==> src/hdl/uer_pkg.sv <==
// ----------------------------------------------------------------------------
// uer_pkg
// Shared types and constants of the ultrasonic echo ranger.
// ----------------------------------------------------------------------------
package uer_pkg;

    localparam int WIDTH_BITS = 16;
    localparam int SUM_W      = WIDTH_BITS + 3;
    localparam int DIST_W     = 16;
    localparam int DIVD_W     = SUM_W + 4;
    localparam int DIVR_W     = 12;
    localparam int DIV_CNT_W  = $clog2(DIVD_W + 1);
    localparam int TIMER_W    = 16;
    localparam int PING_W     = 4;

    localparam int CFG_IDX_W  = 2;
    localparam int CFG_DATA_W = 16;

    localparam logic [CFG_IDX_W-1:0] CFG_TRIG_LEN  = 2'd0;
    localparam logic [CFG_IDX_W-1:0] CFG_SETTLE    = 2'd1;
    localparam logic [CFG_IDX_W-1:0] CFG_US_PER_CM = 2'd2;
    localparam logic [CFG_IDX_W-1:0] CFG_SAMPLES   = 2'd3;

    localparam logic [7:0]  RST_TRIG_LEN  = 8'd20;
    localparam logic [15:0] RST_SETTLE    = 16'd50000;
    localparam logic [7:0]  RST_US_PER_CM = 8'd58;
    localparam logic [3:0]  RST_SAMPLES   = 4'd5;
    localparam logic [3:0]  MAX_SAMPLES   = 4'd8;

    typedef enum logic [2:0] {
        S_IDLE,
        S_TRIG,
        S_WAIT,
        S_MEAS,
        S_SETTLE,
        S_DIV
    } t_state;

    typedef struct packed {
        logic start_req;
        logic echo;
    } t_in_item;

    typedef struct packed {
        logic              trig;
        logic              busy_res;
        logic              done_res;
        logic [DIST_W-1:0] distance;
    } t_out_item;

    typedef struct packed {
        logic tmr_inc;
        logic tmr_clr;
        logic width_clr;
        logic width_set1;
        logic width_inc;
        logic meas_clr;
        logic ping_end;
        logic div_start;
        logic out_load;
        logic out_trig;
        logic out_busy;
        logic out_done;
    } t_ctrl_cmd;

    typedef struct packed {
        logic trig_end;
        logic settle_end;
        logic last_ping;
        logic div_busy;
    } t_dp_status;

endpackage

==> src/hdl/uer_ctrl.sv <==
// ----------------------------------------------------------------------------
// uer_ctrl
// Measurement sequencer: ping phases, divide wait and transfer handshake.
// ----------------------------------------------------------------------------
module uer_ctrl (
    input  logic              i_clk,
    input  logic              i_rst_n,
    input  logic              i_in_valid,
    output logic              o_in_ready,
    input  uer_pkg::t_in_item i_in_data,
    output logic              o_out_valid,
    input  logic              i_out_ready,
    input  uer_pkg::t_dp_status i_status,
    output uer_pkg::t_ctrl_cmd  o_cmd
);
    import uer_pkg::*;

    t_state r_state;
    t_state n_state;
    logic   r_out_valid;
    logic   out_free;
    logic   accept;
    logic   div_fin;

    assign out_free    = !r_out_valid || i_out_ready;
    assign o_in_ready  = (r_state != S_DIV) && out_free;
    assign accept      = i_in_valid && o_in_ready;
    assign div_fin     = (r_state == S_DIV) && !i_status.div_busy && out_free;
    assign o_out_valid = r_out_valid;

    always_comb begin
        n_state = r_state;
        case (r_state)
            S_IDLE: begin
                if (accept && i_in_data.start_req) n_state = S_TRIG;
            end
            S_TRIG: begin
                if (accept && i_status.trig_end) n_state = S_WAIT;
            end
            S_WAIT: begin
                if (accept && i_in_data.echo) n_state = S_MEAS;
            end
            S_MEAS: begin
                if (accept && !i_in_data.echo) n_state = S_SETTLE;
            end
            S_SETTLE: begin
                if (accept && i_status.settle_end) begin
                    n_state = i_status.last_ping ? S_DIV : S_TRIG;
                end
            end
            S_DIV: begin
                if (div_fin) n_state = S_IDLE;
            end
            default: n_state = S_IDLE;
        endcase
    end

    always_comb begin
        o_cmd = '0;
        case (r_state)
            S_IDLE: begin
                o_cmd.meas_clr = accept && i_in_data.start_req;
            end
            S_TRIG: begin
                o_cmd.tmr_inc = accept;
                o_cmd.tmr_clr = accept && i_status.trig_end;
            end
            S_WAIT: begin
                o_cmd.width_set1 = accept && i_in_data.echo;
            end
            S_MEAS: begin
                o_cmd.width_inc = accept && i_in_data.echo;
                o_cmd.ping_end  = accept && !i_in_data.echo;
                o_cmd.tmr_clr   = accept && !i_in_data.echo;
            end
            S_SETTLE: begin
                o_cmd.tmr_inc   = accept;
                o_cmd.tmr_clr   = accept && i_status.settle_end;
                o_cmd.width_clr = accept && i_status.settle_end && !i_status.last_ping;
                o_cmd.div_start = accept && i_status.settle_end && i_status.last_ping;
            end
            S_DIV: begin
                o_cmd.out_done = div_fin;
            end
            default: o_cmd = '0;
        endcase
        o_cmd.out_load = (accept && (n_state != S_DIV)) || div_fin;
        o_cmd.out_trig = (n_state == S_TRIG);
        o_cmd.out_busy = (n_state != S_IDLE);
    end

    always_ff @(posedge i_clk) begin
        if (!i_rst_n) begin
            r_state     <= S_IDLE;
            r_out_valid <= 1'b0;
        end else begin
            r_state <= n_state;
            if (o_cmd.out_load) begin
                r_out_valid <= 1'b1;
            end else if (i_out_ready) begin
                r_out_valid <= 1'b0;
            end
        end
    end

    a_no_overwrite: assert property (@(posedge i_clk) disable iff (!i_rst_n)
        !(o_cmd.out_load && r_out_valid && !i_out_ready))
        else $error("output register overwritten before transfer");

    a_div_entry: assert property (@(posedge i_clk) disable iff (!i_rst_n)
        o_cmd.div_start |=> (r_state == S_DIV) && i_status.div_busy)
        else $error("divide not running after start");

    a_done_idle: assert property (@(posedge i_clk) disable iff (!i_rst_n)
        o_cmd.out_done |-> !o_cmd.out_busy && !o_cmd.out_trig && o_cmd.out_load)
        else $error("done result with busy or trigger set");

endmodule

==> src/hdl/uer_dpath.sv <==
// ----------------------------------------------------------------------------
// uer_dpath
// Config registers, timers, echo width accumulation, serial divider, output.
// ----------------------------------------------------------------------------
module uer_dpath (
    input  logic                            i_clk,
    input  logic                            i_rst_n,
    input  logic                            i_cfg_we,
    input  logic [uer_pkg::CFG_IDX_W-1:0]   i_cfg_idx,
    input  logic [uer_pkg::CFG_DATA_W-1:0]  i_cfg_wdata,
    input  uer_pkg::t_ctrl_cmd              i_cmd,
    output uer_pkg::t_dp_status             o_status,
    output uer_pkg::t_out_item              o_out_data
);
    import uer_pkg::*;

    logic [7:0]            r_trig_len;
    logic [15:0]           r_settle;
    logic [7:0]            r_us_per_cm;
    logic [3:0]            r_samples;

    logic [TIMER_W-1:0]    r_timer;
    logic [TIMER_W-1:0]    n_timer;
    logic [WIDTH_BITS-1:0] r_width;
    logic [PING_W-1:0]     r_ping;
    logic [SUM_W-1:0]      r_sum;
    logic [DIST_W-1:0]     r_last_dist;

    logic [DIVR_W-1:0]     r_divisor;
    logic [DIVR_W-1:0]     r_div_rem;
    logic [DIVD_W-1:0]     r_div_quo;
    logic [DIV_CNT_W-1:0]  r_div_cnt;
    logic                  r_div_busy;
    t_out_item             r_out_data;

    logic [3:0]            eff_samples;
    logic [7:0]            eff_upc;
    logic [DIVR_W:0]       rem_sh;
    logic                  quo_bit;
    logic [DIST_W-1:0]     quo_sat;

    assign eff_samples = (r_samples == 4'd0) ? 4'd1 :
                         (r_samples > MAX_SAMPLES) ? MAX_SAMPLES : r_samples;
    assign eff_upc     = (r_us_per_cm == 8'd0) ? 8'd1 : r_us_per_cm;
    assign n_timer     = r_timer + TIMER_W'(1);

    assign o_status.trig_end   = (n_timer >= {8'd0, r_trig_len});
    assign o_status.settle_end = (n_timer >= r_settle);
    assign o_status.last_ping  = (r_ping >= eff_samples);
    assign o_status.div_busy   = r_div_busy;

    assign rem_sh  = {r_div_rem, r_div_quo[DIVD_W-1]};
    assign quo_bit = (rem_sh >= {1'b0, r_divisor});
    assign quo_sat = (|r_div_quo[DIVD_W-1:DIST_W]) ? {DIST_W{1'b1}}
                                                   : r_div_quo[DIST_W-1:0];
    assign o_out_data = r_out_data;

    always_ff @(posedge i_clk) begin
        if (!i_rst_n) begin
            r_trig_len  <= RST_TRIG_LEN;
            r_settle    <= RST_SETTLE;
            r_us_per_cm <= RST_US_PER_CM;
            r_samples   <= RST_SAMPLES;
        end else if (i_cfg_we) begin
            case (i_cfg_idx)
                CFG_TRIG_LEN:  r_trig_len  <= i_cfg_wdata[7:0];
                CFG_SETTLE:    r_settle    <= i_cfg_wdata[15:0];
                CFG_US_PER_CM: r_us_per_cm <= i_cfg_wdata[7:0];
                CFG_SAMPLES:   r_samples   <= i_cfg_wdata[3:0];
                default: ;
            endcase
        end
    end

    always_ff @(posedge i_clk) begin
        if (!i_rst_n) begin
            r_timer     <= '0;
            r_width     <= '0;
            r_ping      <= '0;
            r_sum       <= '0;
            r_last_dist <= '0;
            r_div_busy  <= 1'b0;
            r_div_cnt   <= '0;
        end else begin
            if (i_cmd.meas_clr || i_cmd.tmr_clr) begin
                r_timer <= '0;
            end else if (i_cmd.tmr_inc) begin
                r_timer <= n_timer;
            end

            if (i_cmd.meas_clr || i_cmd.width_clr) begin
                r_width <= '0;
            end else if (i_cmd.width_set1) begin
                r_width <= WIDTH_BITS'(1);
            end else if (i_cmd.width_inc && !(&r_width)) begin
                r_width <= r_width + WIDTH_BITS'(1);
            end

            if (i_cmd.meas_clr) begin
                r_sum  <= '0;
                r_ping <= '0;
            end else if (i_cmd.ping_end) begin
                r_sum  <= r_sum + SUM_W'(r_width);
                r_ping <= r_ping + PING_W'(1);
            end

            if (i_cmd.div_start) begin
                r_div_busy <= 1'b1;
                r_div_cnt  <= DIV_CNT_W'(DIVD_W);
            end else if (r_div_busy) begin
                r_div_cnt  <= r_div_cnt - DIV_CNT_W'(1);
                r_div_busy <= (r_div_cnt != DIV_CNT_W'(1));
            end

            if (i_cmd.out_done) begin
                r_last_dist <= quo_sat;
            end
        end
    end

    always_ff @(posedge i_clk) begin
        if (i_cmd.div_start) begin
            r_divisor <= {4'd0, eff_upc} * {8'd0, eff_samples};
            r_div_rem <= '0;
            r_div_quo <= {r_sum, 4'd0};
        end else if (r_div_busy) begin
            r_div_rem <= quo_bit ? DIVR_W'(rem_sh - {1'b0, r_divisor})
                                 : rem_sh[DIVR_W-1:0];
            r_div_quo <= {r_div_quo[DIVD_W-2:0], quo_bit};
        end
    end

    always_ff @(posedge i_clk) begin
        if (i_cmd.out_load) begin
            r_out_data.trig     <= i_cmd.out_trig;
            r_out_data.busy_res <= i_cmd.out_busy;
            r_out_data.done_res <= i_cmd.out_done;
            r_out_data.distance <= i_cmd.out_done ? quo_sat : r_last_dist;
        end
    end

endmodule

==> src/hdl/ultrasonic_echo_ranger.sv <==
// The result of an accepted tick is registered and offered in the cycle after acceptance.
// The tick that ends the last settle of a measurement has its result only after
//   a one-bit-per-cycle restoring divider, then the load once the output is free.
// Throughput: one tick per cycle while results are taken; no ticks are taken while
//   dividing, so the tick after that one waits until the divide result is loaded.
// Reset (i_rst_n low, synchronous): idle, registers to defaults, distance 0.
// ----------------------------------------------------------------------------
// ultrasonic_echo_ranger
// Averaged ultrasonic range measurement driven by microsecond ticks.
// ----------------------------------------------------------------------------
module ultrasonic_echo_ranger (
    input  logic                            i_clk,
    input  logic                            i_rst_n,
    input  logic                            i_in_valid,
    output logic                            o_in_ready,
    input  uer_pkg::t_in_item               i_in_data,
    output logic                            o_out_valid,
    input  logic                            i_out_ready,
    output uer_pkg::t_out_item              o_out_data,
    input  logic                            i_cfg_we,
    input  logic [uer_pkg::CFG_IDX_W-1:0]   i_cfg_idx,
    input  logic [uer_pkg::CFG_DATA_W-1:0]  i_cfg_wdata
);
    import uer_pkg::*;

    t_ctrl_cmd  cmd;
    t_dp_status status;

    uer_ctrl u_ctrl (
        .i_clk       (i_clk),
        .i_rst_n     (i_rst_n),
        .i_in_valid  (i_in_valid),
        .o_in_ready  (o_in_ready),
        .i_in_data   (i_in_data),
        .o_out_valid (o_out_valid),
        .i_out_ready (i_out_ready),
        .i_status    (status),
        .o_cmd       (cmd)
    );

    uer_dpath u_dpath (
        .i_clk       (i_clk),
        .i_rst_n     (i_rst_n),
        .i_cfg_we    (i_cfg_we),
        .i_cfg_idx   (i_cfg_idx),
        .i_cfg_wdata (i_cfg_wdata),
        .i_cmd       (cmd),
        .o_status    (status),
        .o_out_data  (o_out_data)
    );

endmodule

==> config.mk <==
export PLATFORM = sky130hd
export DESIGN_NAME = ultrasonic_echo_ranger
export DESIGN_NICKNAME = d
export VERILOG_FILES = /design/src/hdl/uer_pkg.sv /design/src/hdl/uer_ctrl.sv /design/src/hdl/uer_dpath.sv /design/src/hdl/ultrasonic_echo_ranger.sv
export SDC_FILE = /design/constraint.sdc
export NUM_CORES = 1
export LEC_CHECK = 0
export BUFFER_PORTS_ARGS = -buffer_cell sky130_fd_sc_hd__buf_2
export CORE_UTILIZATION = 65
export CTS_CLUSTER_SIZE = 20
export DETAILED_ROUTE_END_ITERATION = 10
export PLACE_DENSITY = 0.91
export SLEW_MARGIN = 20
export SYNTH_ARGS = -nofsm -noshare
export SYNTH_HDL_FRONTEND = slang
export SYNTH_HIERARCHICAL = 1
export SYNTH_SLANG_ARGS = --single-unit
==> constraint.sdc <==
create_clock -name i_clk -period 13.1 [get_ports i_clk]
set_input_delay 0.655 -clock i_clk [delete_from_list [all_inputs] [get_ports i_clk]]
set_output_delay 0.655 -clock i_clk [all_outputs]
set_load 0.02 [all_outputs]
# Yosys cells after proc, flatten, opt, wreduce, memory -nomap -nowiden
# Index checks and enable logic that the tools add are counted.
# W data, S select, Z words.
[totals]
reg_bits = 183
output_inout_bits = 21
wordCells = 123
input_bits = 25
[classes]
n_eq_ne = 12
mul = 1
magnitude_cmp = 5
bitwise = 1
muxes = 33
add_sub_neg = 6
n_reduce_logical = 42
[op_table]
columns = ["cell", "count"]
rows = [
  ["$mux W23", 2],
  ["$add A16 B1 Y16 const B", 2],
  ["$mux W16", 2],
  ["$mux W3", 7],
  ["$add A19 B16 Y19", 1],
  ["$pmux W3 S6", 1],
  ["$ge A16 B16 Y1", 1],
  ["$ge A16 B8 Y1", 1],
  ["$reduce_and A16 Y1", 1],
  ["$mux W1", 14],
  ["$ge A13 B12 Y1", 1],
  ["$logic_and A1 B1 Y1", 13],
  ["$mul A8 B4 Y12", 1],
  ["$mux W12", 1],
  ["$sub A12 B12 Y12", 1],
  ["$mux W5", 2],
  ["$reduce_or A2 Y1", 5],
  ["$logic_not A8 Y1", 1],
  ["$mux W4", 2],
  ["$mux W8", 1],
  ["$reduce_and A2 Y1", 4],
  ["$reduce_or A7 Y1", 1],
  ["$eq A3 B1 Y1 const B", 2],
  ["$eq A3 B2 Y1 const B", 2],
  ["19 further kinds", 31],
]

# Longest topological paths before layout
# Gate-level depths: netlist (run 1).
[logic_depth]
word_depth = 11
ltp_mapped = 18
mapped_depth_nobuf = 15

# Hierarchy
# Netlist (run 1), hierarchy kept.
[modules_own_cells]
columns = ["mod", "cells_per_inst", "area_each_um2", "instances", "seq_area_each_um2"]
rows = [
  ["uer_dpath", 1075, 9959.6, 1, 4083.9],
  ["uer_ctrl", 57, 437.9, 1, 80.1],
]

# Worst setup path after synthesis (run 1)
# OpenSTA, ideal clock, no wires.
[synth_timing]
path_kind = "reg2reg"
startpoint = "register u_dpath.r_timer[2]"
endpoint = "register u_dpath.r_out_data (netlist bit u_dpath/o_out_data[0]) (enable)"
n_path_buf = 2
setup_ns = 0.399
path_stages_with_launch = 16
arrival_time_ns = 3.995
t_required_ns = 12.701
setup_slack_ns = 8.706
synth_period_minus_slack_ns = 4.394
cell_sequence = "dfxtp_1 > clkbuf_1 > and4_1 > and3_1 > clkbuf_1 > nand2_1 > nor2_1 > xnor2_1 > ha_1 > a2111o_1 > a2111oi_0 > a21oi_1 > nand4_1 > o2111a_2 > a21oi_1 > o21bai_1"
[synth_rtl]
columns = ["element", "line", "text"]
rows = [
  ["start: declaration", "uer_dpath.sv:22", "logic [TIMER_W-1:0] r_timer;"],
  ["start signal: assignment", "uer_dpath.sv:88", "r_timer <= n_timer;"],
  ["end: declaration", "uer_dpath.sv:34", "t_out_item r_out_data;"],
]

==> flow_summary_export.csv, run 1 <==
group,metric,value,unit
run_status,outcome,"finished, final reports clean",
route,dr.pass1.iters,5,
yosys,syn_area_per_cell,9.19,um^2
yosys,yosysWarnings,6,
cts,cts_buffers,17,
floorplanning,die_y,128,um
route,initialDrtViolationCount,558,
yosys,synth-seq-cells,183,
floorplanning,ios,46,
final_layout,final_layout_size_suffix_gt1_share,8.83,%
route,wl_per_cell,15.5,um
setup_path,critPathRequiredTime,13160,ps
cts,postCtsSetupRepairBufs,0,
cts,cts_buffer_depth,2,
flow_run,maxCapViolations,0,
grt,grt_util_all_layers,27.8,%
setup_path,crit_chain,"ha_1 -> and3_1 -> nand2_1 -> nor2_1 -> xnor2_1 -> ha_1 -> a2111o_1 -> a2111oi_0 -> a21oi_1 -> nand4_1 -> o2111a_2 -> a21oi_1 -> o21bai_2",
placed_design,placed_area,10800,um^2
cts,clk_pin_slew,70,ps
yosys,synth-edff-count,50,
placed_design,portBuffers,45,
route,wirelength,21400,um
yosys,async_reset_ff_share,0,%
yosys,syn_inst,1132,
setup_path,critPathMaxFanout,19,
route,vias,8011,
timing,hold_viol_final,0,
timing,finalClockSkew,9.01,ps
grt,antenna_found_initial,1,
power,power.leakage,4.79,nW
placed_design,place_congestion,0.929,
final_layout,n_fill_cell,1107,
final_layout,area_delta_synth_final,9.27,%
floorplanning,dieArea,16500,um^2
yosys,yosysUniqueCellTypes,68,
grt,grt_pass1_wl,36300,um
timing,worstMarginPinSlew,948,ps
timing,tns,0,ps
power,power.density,104,nW/um^2
power,ir_drop,0.000168,V
timing,setup_viol,0,
placed_design,dp_hpwl,15200,um
cts,clock-sinks,183,
timing,rsz0062_at_grt,"false",
timing,drv_slew,0,
setup_path,worstPathArrival,4660,ps
yosys,ys.flop_type,"dfxtp_1",
cts,cts_tree,"yes",
setup_path,cp-end-kind,"register",
route,route.detailed.drc,0,
cts,clk_latency,440,ps
final_layout,final_util,73.6,%
final_layout,design_area,11400,um^2
yosys,seq_area_frac_synth,40.0,%
timing,slew_headroom,36.8,%
setup_path,max_stage_delay,770,ps
timing,finalCritPeriodShare,35.1,%
setup_path,worst_path_max_delay_cell,"o21bai_2",
final_layout,area.sequential,4160,um^2
final_layout,layout.nets,1269,
setup_path,crit_type,"register to register",
yosys,syn_nets,1248,
yosys,syn_area,10400,um^2
setup_path,worstSetupStartpointType,"register",
route,avgViaCountPerCell,5.81,
cts,cts_max_level,4,
grt,grt_pass1_vias,7709,
final_layout,multiInputGateArea,5780,um^2
floorplanning,die_w,128,um
cts,root_buffer,"clkbuf_16",
timing,finalCriticalPeriod,4600,ps
floorplanning,start_util,67.4,%
cts,cts_resized,0,
grt,gr-total-overflow,0,
floorplanning,rows,45,
hold_path,hp-class,"input pin to register",
grt,grt_max_degree,66,
floorplanning,core_area,15400,um^2
route,ant_nets,0,
cts,ctsHoldBuffers,0,
timing,clock.fmax,0.217,GHz
through the flow:
step	setup slack [ps]	total power [mW]	std cells	hold slack, ps
after floorplan	8710	0.674	1132	443
after global placement	8600	0.694	1344	451
after detailed placement	8460	0.698	1344	459
after CTS	8370	1.20	1376	432
after global routing	8090	1.23	1378	458
final	8500	1.19	1378	450
worst paths after layout:
| kind | startpoint | to | slack [ps] | depth (start not counted) |
|---|---|---|---|---|
| max | u_dpath/r_timer[0] | u_dpath/o_out_data[4] | 8500 | 13 |
| min | i_cfg_wdata[9] | u_dpath/r_settle[9] | 450 | 3 |
| max reg2reg | u_dpath/r_timer[0] | u_dpath/o_out_data[4] | 8500 | 13 |
| min reg2reg | u_dpath/r_settle[10] | u_dpath/r_settle[10] | 470 | 2 |
metal layers:
metal  share of wire [%]  GRT usage (%)  vias up
met5                   0              0        -
met1                  45           35.6     3737
met2                  48           47.0      241
li1                    -              -     3997
met3                 5.6           5.16       36
met4                 1.8           9.76        0
Yosys cell counts, drive strengths merged, types with 18 or more instances:
cell / n / share of area, %
nand4: 20 / 1.2
ha: 77 / 9.3
mux2i: 22 / 2.1
xor2: 42 / 3.5
xnor2: 36 / 3.0
nand3: 29 / 1.4
a21oi: 57 / 2.8
nor2: 111 / 4.0
dfxtp: 133 / 26
and2: 40 / 2.4
edfxtp: 50 / 14
nand2b: 18 / 1.2
a22o: 18 / 1.5
nor2b: 22 / 1.3
nand2: 110 / 4.0
inv: 74 / 2.7
clkbuf: 40 / 1.4
o21ai: 23 / 1.1
registers in the layout (all words and copies together) (netlist names), 12 cells and up:
signal and count:
u_dpath/r_sum 19, u_dpath/r_div_quo 23, u_dpath/o_out_data 19, u_dpath/r_timer 16, u_dpath/r_divisor 12, u_dpath/r_div_rem 12
u_dpath/r_settle 16, u_dpath/r_last_dist 16, u_dpath/r_width 16
cell families after synthesis:
kind of cell	count (synthesis)	synth area share (%)
mux	23	2.26
buf+inv	125	4.73
fa+ha+maj	91	12.0
compound gates	214	14.4
xor+xnor	78	6.57
flops	183	40.0
simple gates	418	20.0
cell type report:
| class | count | share of cell area (%) |
|---|---|---|
| clock inverter | 14 | 1.40 |
| clock buffer | 18 | 3.78 |
| antenna | 1 | 0.0220 |
| sequential | 183 | 36.7 |
| tap | 211 | 2.32 |
| timing repair buffer | 53 | 2.54 |
| multi-input combinational | 824 | 50.8 |
| inverter | 74 | 2.44 |
worst max-delay path, delay by kind of cell, from the launching register on:
kind | cells | cell delay [ps]
compound gates | 6 | 2080
simple gates | 4 | 850
fa+ha+maj | 2 | 620
flops | 1 | 520
xor+xnor | 1 | 140
power breakdown:
group | switching [mW] | leakage, nW | internal (mW)
clock | 0.230 | 0.287 | 0.271
sequential | 0.00490 | 1.54 | 0.590
combinational | 0.0550 | 2.96 | 0.0362
total | 0.290 | 4.79 | 0.897
placed cells by master, fill, tap and decap left out, types with 4 or more instances in the layout:
cell,count
nand2b_1,17
o22a_1,16
o211ai_1,16
xor2_1,42
a22o_1,18
o21ai_0,22
nand3_1,29
edfxtp_1,50
a211oi_1,12
and3_1,12
buf_4,7
dfxtp_1,133
nor3_1,13
inv_1,74
nor4b_1,5
nor3b_1,5
buf_2,45
nand2_1,110
fa_1,14
inv_6,5
or2_2,4
xnor2_1,36
nor2_1,110
a21oi_1,56
o21a_1,10
o31ai_1,6
mux2i_1,22
nor2b_1,21
a21boi_0,15
or3_1,8
nand4_1,20
clkbuf_16,17
nor4_1,4
a21o_1,15
and2_1,40
ha_1,77
Power figures use the tool's default switching activity.
==> run 2: changes to the inputs <==
CORE_UTILIZATION = 62   (was 65)
PLACE_DENSITY = 0.87   (was 0.91)
clock period = 4.7 ns   (was 13.1 ns; I/O delays follow)
==> flow_summary_export.csv, run 2 (synthesis results as in run 1) <==
group,metric,value,unit
run_status,outcome,"finished, final reports clean",
power,power.density,290,nW/um^2
final_layout,layout.nets,1273,
grt,antenna_found_initial,0,
final_layout,design_area,11400,um^2
cts,clk_latency,430,ps
grt,grt_pass1_vias,7610,
route,initialDrtViolationCount,594,
route,wirelength,20800,um
flow_run,maxCapViolations,0,
timing,slew_headroom,37.9,%
final_layout,final_cells,1386,
grt,grt_max_degree,45,
timing,finalCriticalPeriod,4260,ps
setup_path,r2r_start,"u_dpath/r_us_per_cm[5]",
final_layout,final_cell_mix,"133 x dfxtp_1, 110 x nor2_1, 110 x nand2_1, 77 x ha_1, 74 x inv_1",
placed_design,dp_hpwl,15200,um
route,wl_per_cell,15.0,um
floorplanning,core_area,16100,um^2
cts,ctsHoldBuffers,0,
cts,clk_pin_slew,70,ps
timing,tns,0,ps
floorplanning,die_w,132,um
final_layout,final_util,70.7,%
grt,grt_util_all_layers,24.8,%
timing,drv_slew,0,
route,vias,8091,
route,ant_nets,0,
setup_path,worstPathArrival,4440,ps
grt,gr-total-overflow,0,
final_layout,top_register,"u_dpath/r_div_quo",
setup_path,cp-end-kind,"register",
cts,cts_buffers,17,
cts,cts_resized,0,
setup_path,crit_start,"u_dpath/r_us_per_cm[5]",
setup_path,cp_common_cell,"a21oi_1",
setup_path,max_stage_delay,550,ps
timing,finalCritPeriodShare,90.5,%
cts,cts_buffer_depth,2,
placed_design,portBuffers,45,
final_layout,largest_reg_flops,23,
timing,holdWs,26.8,ps
timing,hold_viol_final,0,
hold_path,hold_start,"i_cfg_wdata[9]",
cts,root_buffer,"clkbuf_16",
setup_path,worstSetupStartpointType,"register",
setup_path,crit_chain,"nor4_1 -> a21oi_1 -> nand2b_1 -> fa_1 -> fa_1 -> inv_1 -> ha_1 -> a21o_1 -> a21oi_1 -> o21ai_0 -> or4_1 -> a31o_2 -> a21oi_1 -> xnor2_1",
timing,clock.fmax,0.235,GHz
final_layout,final_common_cell,"dfxtp_1",
route,dr.pass1.iters,5,
final_layout,final_layout_size_suffix_gt1_share,9.32,%
route,route.detailed.drc,0,
grt,grt_pass1_wl,35100,um
floorplanning,die_y,132,um
power,ir_drop,0.000279,V
floorplanning,dieArea,17300,um^2
floorplanning,rows,46,
cts,clock-sinks,183,
placed_design,place_inst,1354,
hold_path,hp-class,"input pin to register",
cts,cts_tree,"yes",
timing,worstMarginPinSlew,931,ps
route,avgViaCountPerCell,5.84,
cts,cts_max_level,4,
timing,rsz0062_at_grt,"false",
final_layout,area_delta_synth_final,9.55,%
setup_path,crit_type,"register to register",
final_layout,n_antenna_cell,0,
cts,postCtsSetupRepairBufs,0,
setup_path,critPathRequiredTime,4890,ps
floorplanning,start_util,64.5,%
timing,finalClockSkew,8.94,ps
timing,setup_viol,0,
setup_path,worst_path_max_delay_cell,"fa_1",
placed_design,place_congestion,0.934,
power,power.leakage,4.82,nW
floorplanning,ios,46,
setup_path,critPathMaxFanout,6,
placed_design,placed_area,10800,um^2
[run 2: power breakdown]
| group | switching [mW] | internal, mW | total (mW) | leakage [nW] |
|---|---|---|---|---|
| Sequential | 0.0136 | 1.64 | 1.66 | 1.54 |
| Combinational | 0.156 | 0.103 | 0.258 | 2.98 |
| Clock | 0.645 | 0.748 | 1.39 | 0.290 |
| Total | 0.814 | 2.50 | 3.31 | 4.82 |
[run 2: worst max-delay path: cells and delay by family (launching register included)]
kind	cells	cell delay, ps
adders and majority gates	3	1400
AOI/OAI and AO/OA	6	1140
and+or+nand+nor	3	970
DFF	1	360
buffers and inverters	1	80
xor gates and xnor gates	1	80
[run 2: worst paths after layout]
| kind | depth (start not counted) | to | slack (ps) |
|---|---|---|---|
| max | 14 | u_dpath/r_divisor[11] | 440 |
| min | 3 | u_dpath/r_settle[9] | 30 |
| max reg2reg | 14 | u_dpath/r_divisor[11] | 440 |
| min reg2reg | 2 | u_dpath/r_settle[12] | 460 |
[run 2: cell type report]
cell class,instances,area [um^2]
Tap cell,216,270
Clock buffer,19,464
Timing Repair Buffer,57,315
Multi-Input combinational cell,824,5770
Clock inverter,13,130
Inverter,74,278
Sequential cell,183,4160
Fill cell,1212,4720
[run 2: through the flow]
stage	total power [mW]	setup slack, ps
2_1_floorplan	1.88	306
3_3_place_gp	1.94	497
3_5_place_dp	1.95	326
4_1_cts	3.33	254
5_1_grt	3.42	43.1
6_report	3.31	445
[run 2: per-layer routing]
metal / track usage, % / routed length (um) / vias up
met3: 4.05 / 984 / 36
met5: 0 / 0 / -
met4: 8.91 / 389 / 0
met2: 40.6 / 9730 / 233
met1: 32.9 / 9750 / 3827
li1: - / - / 3995
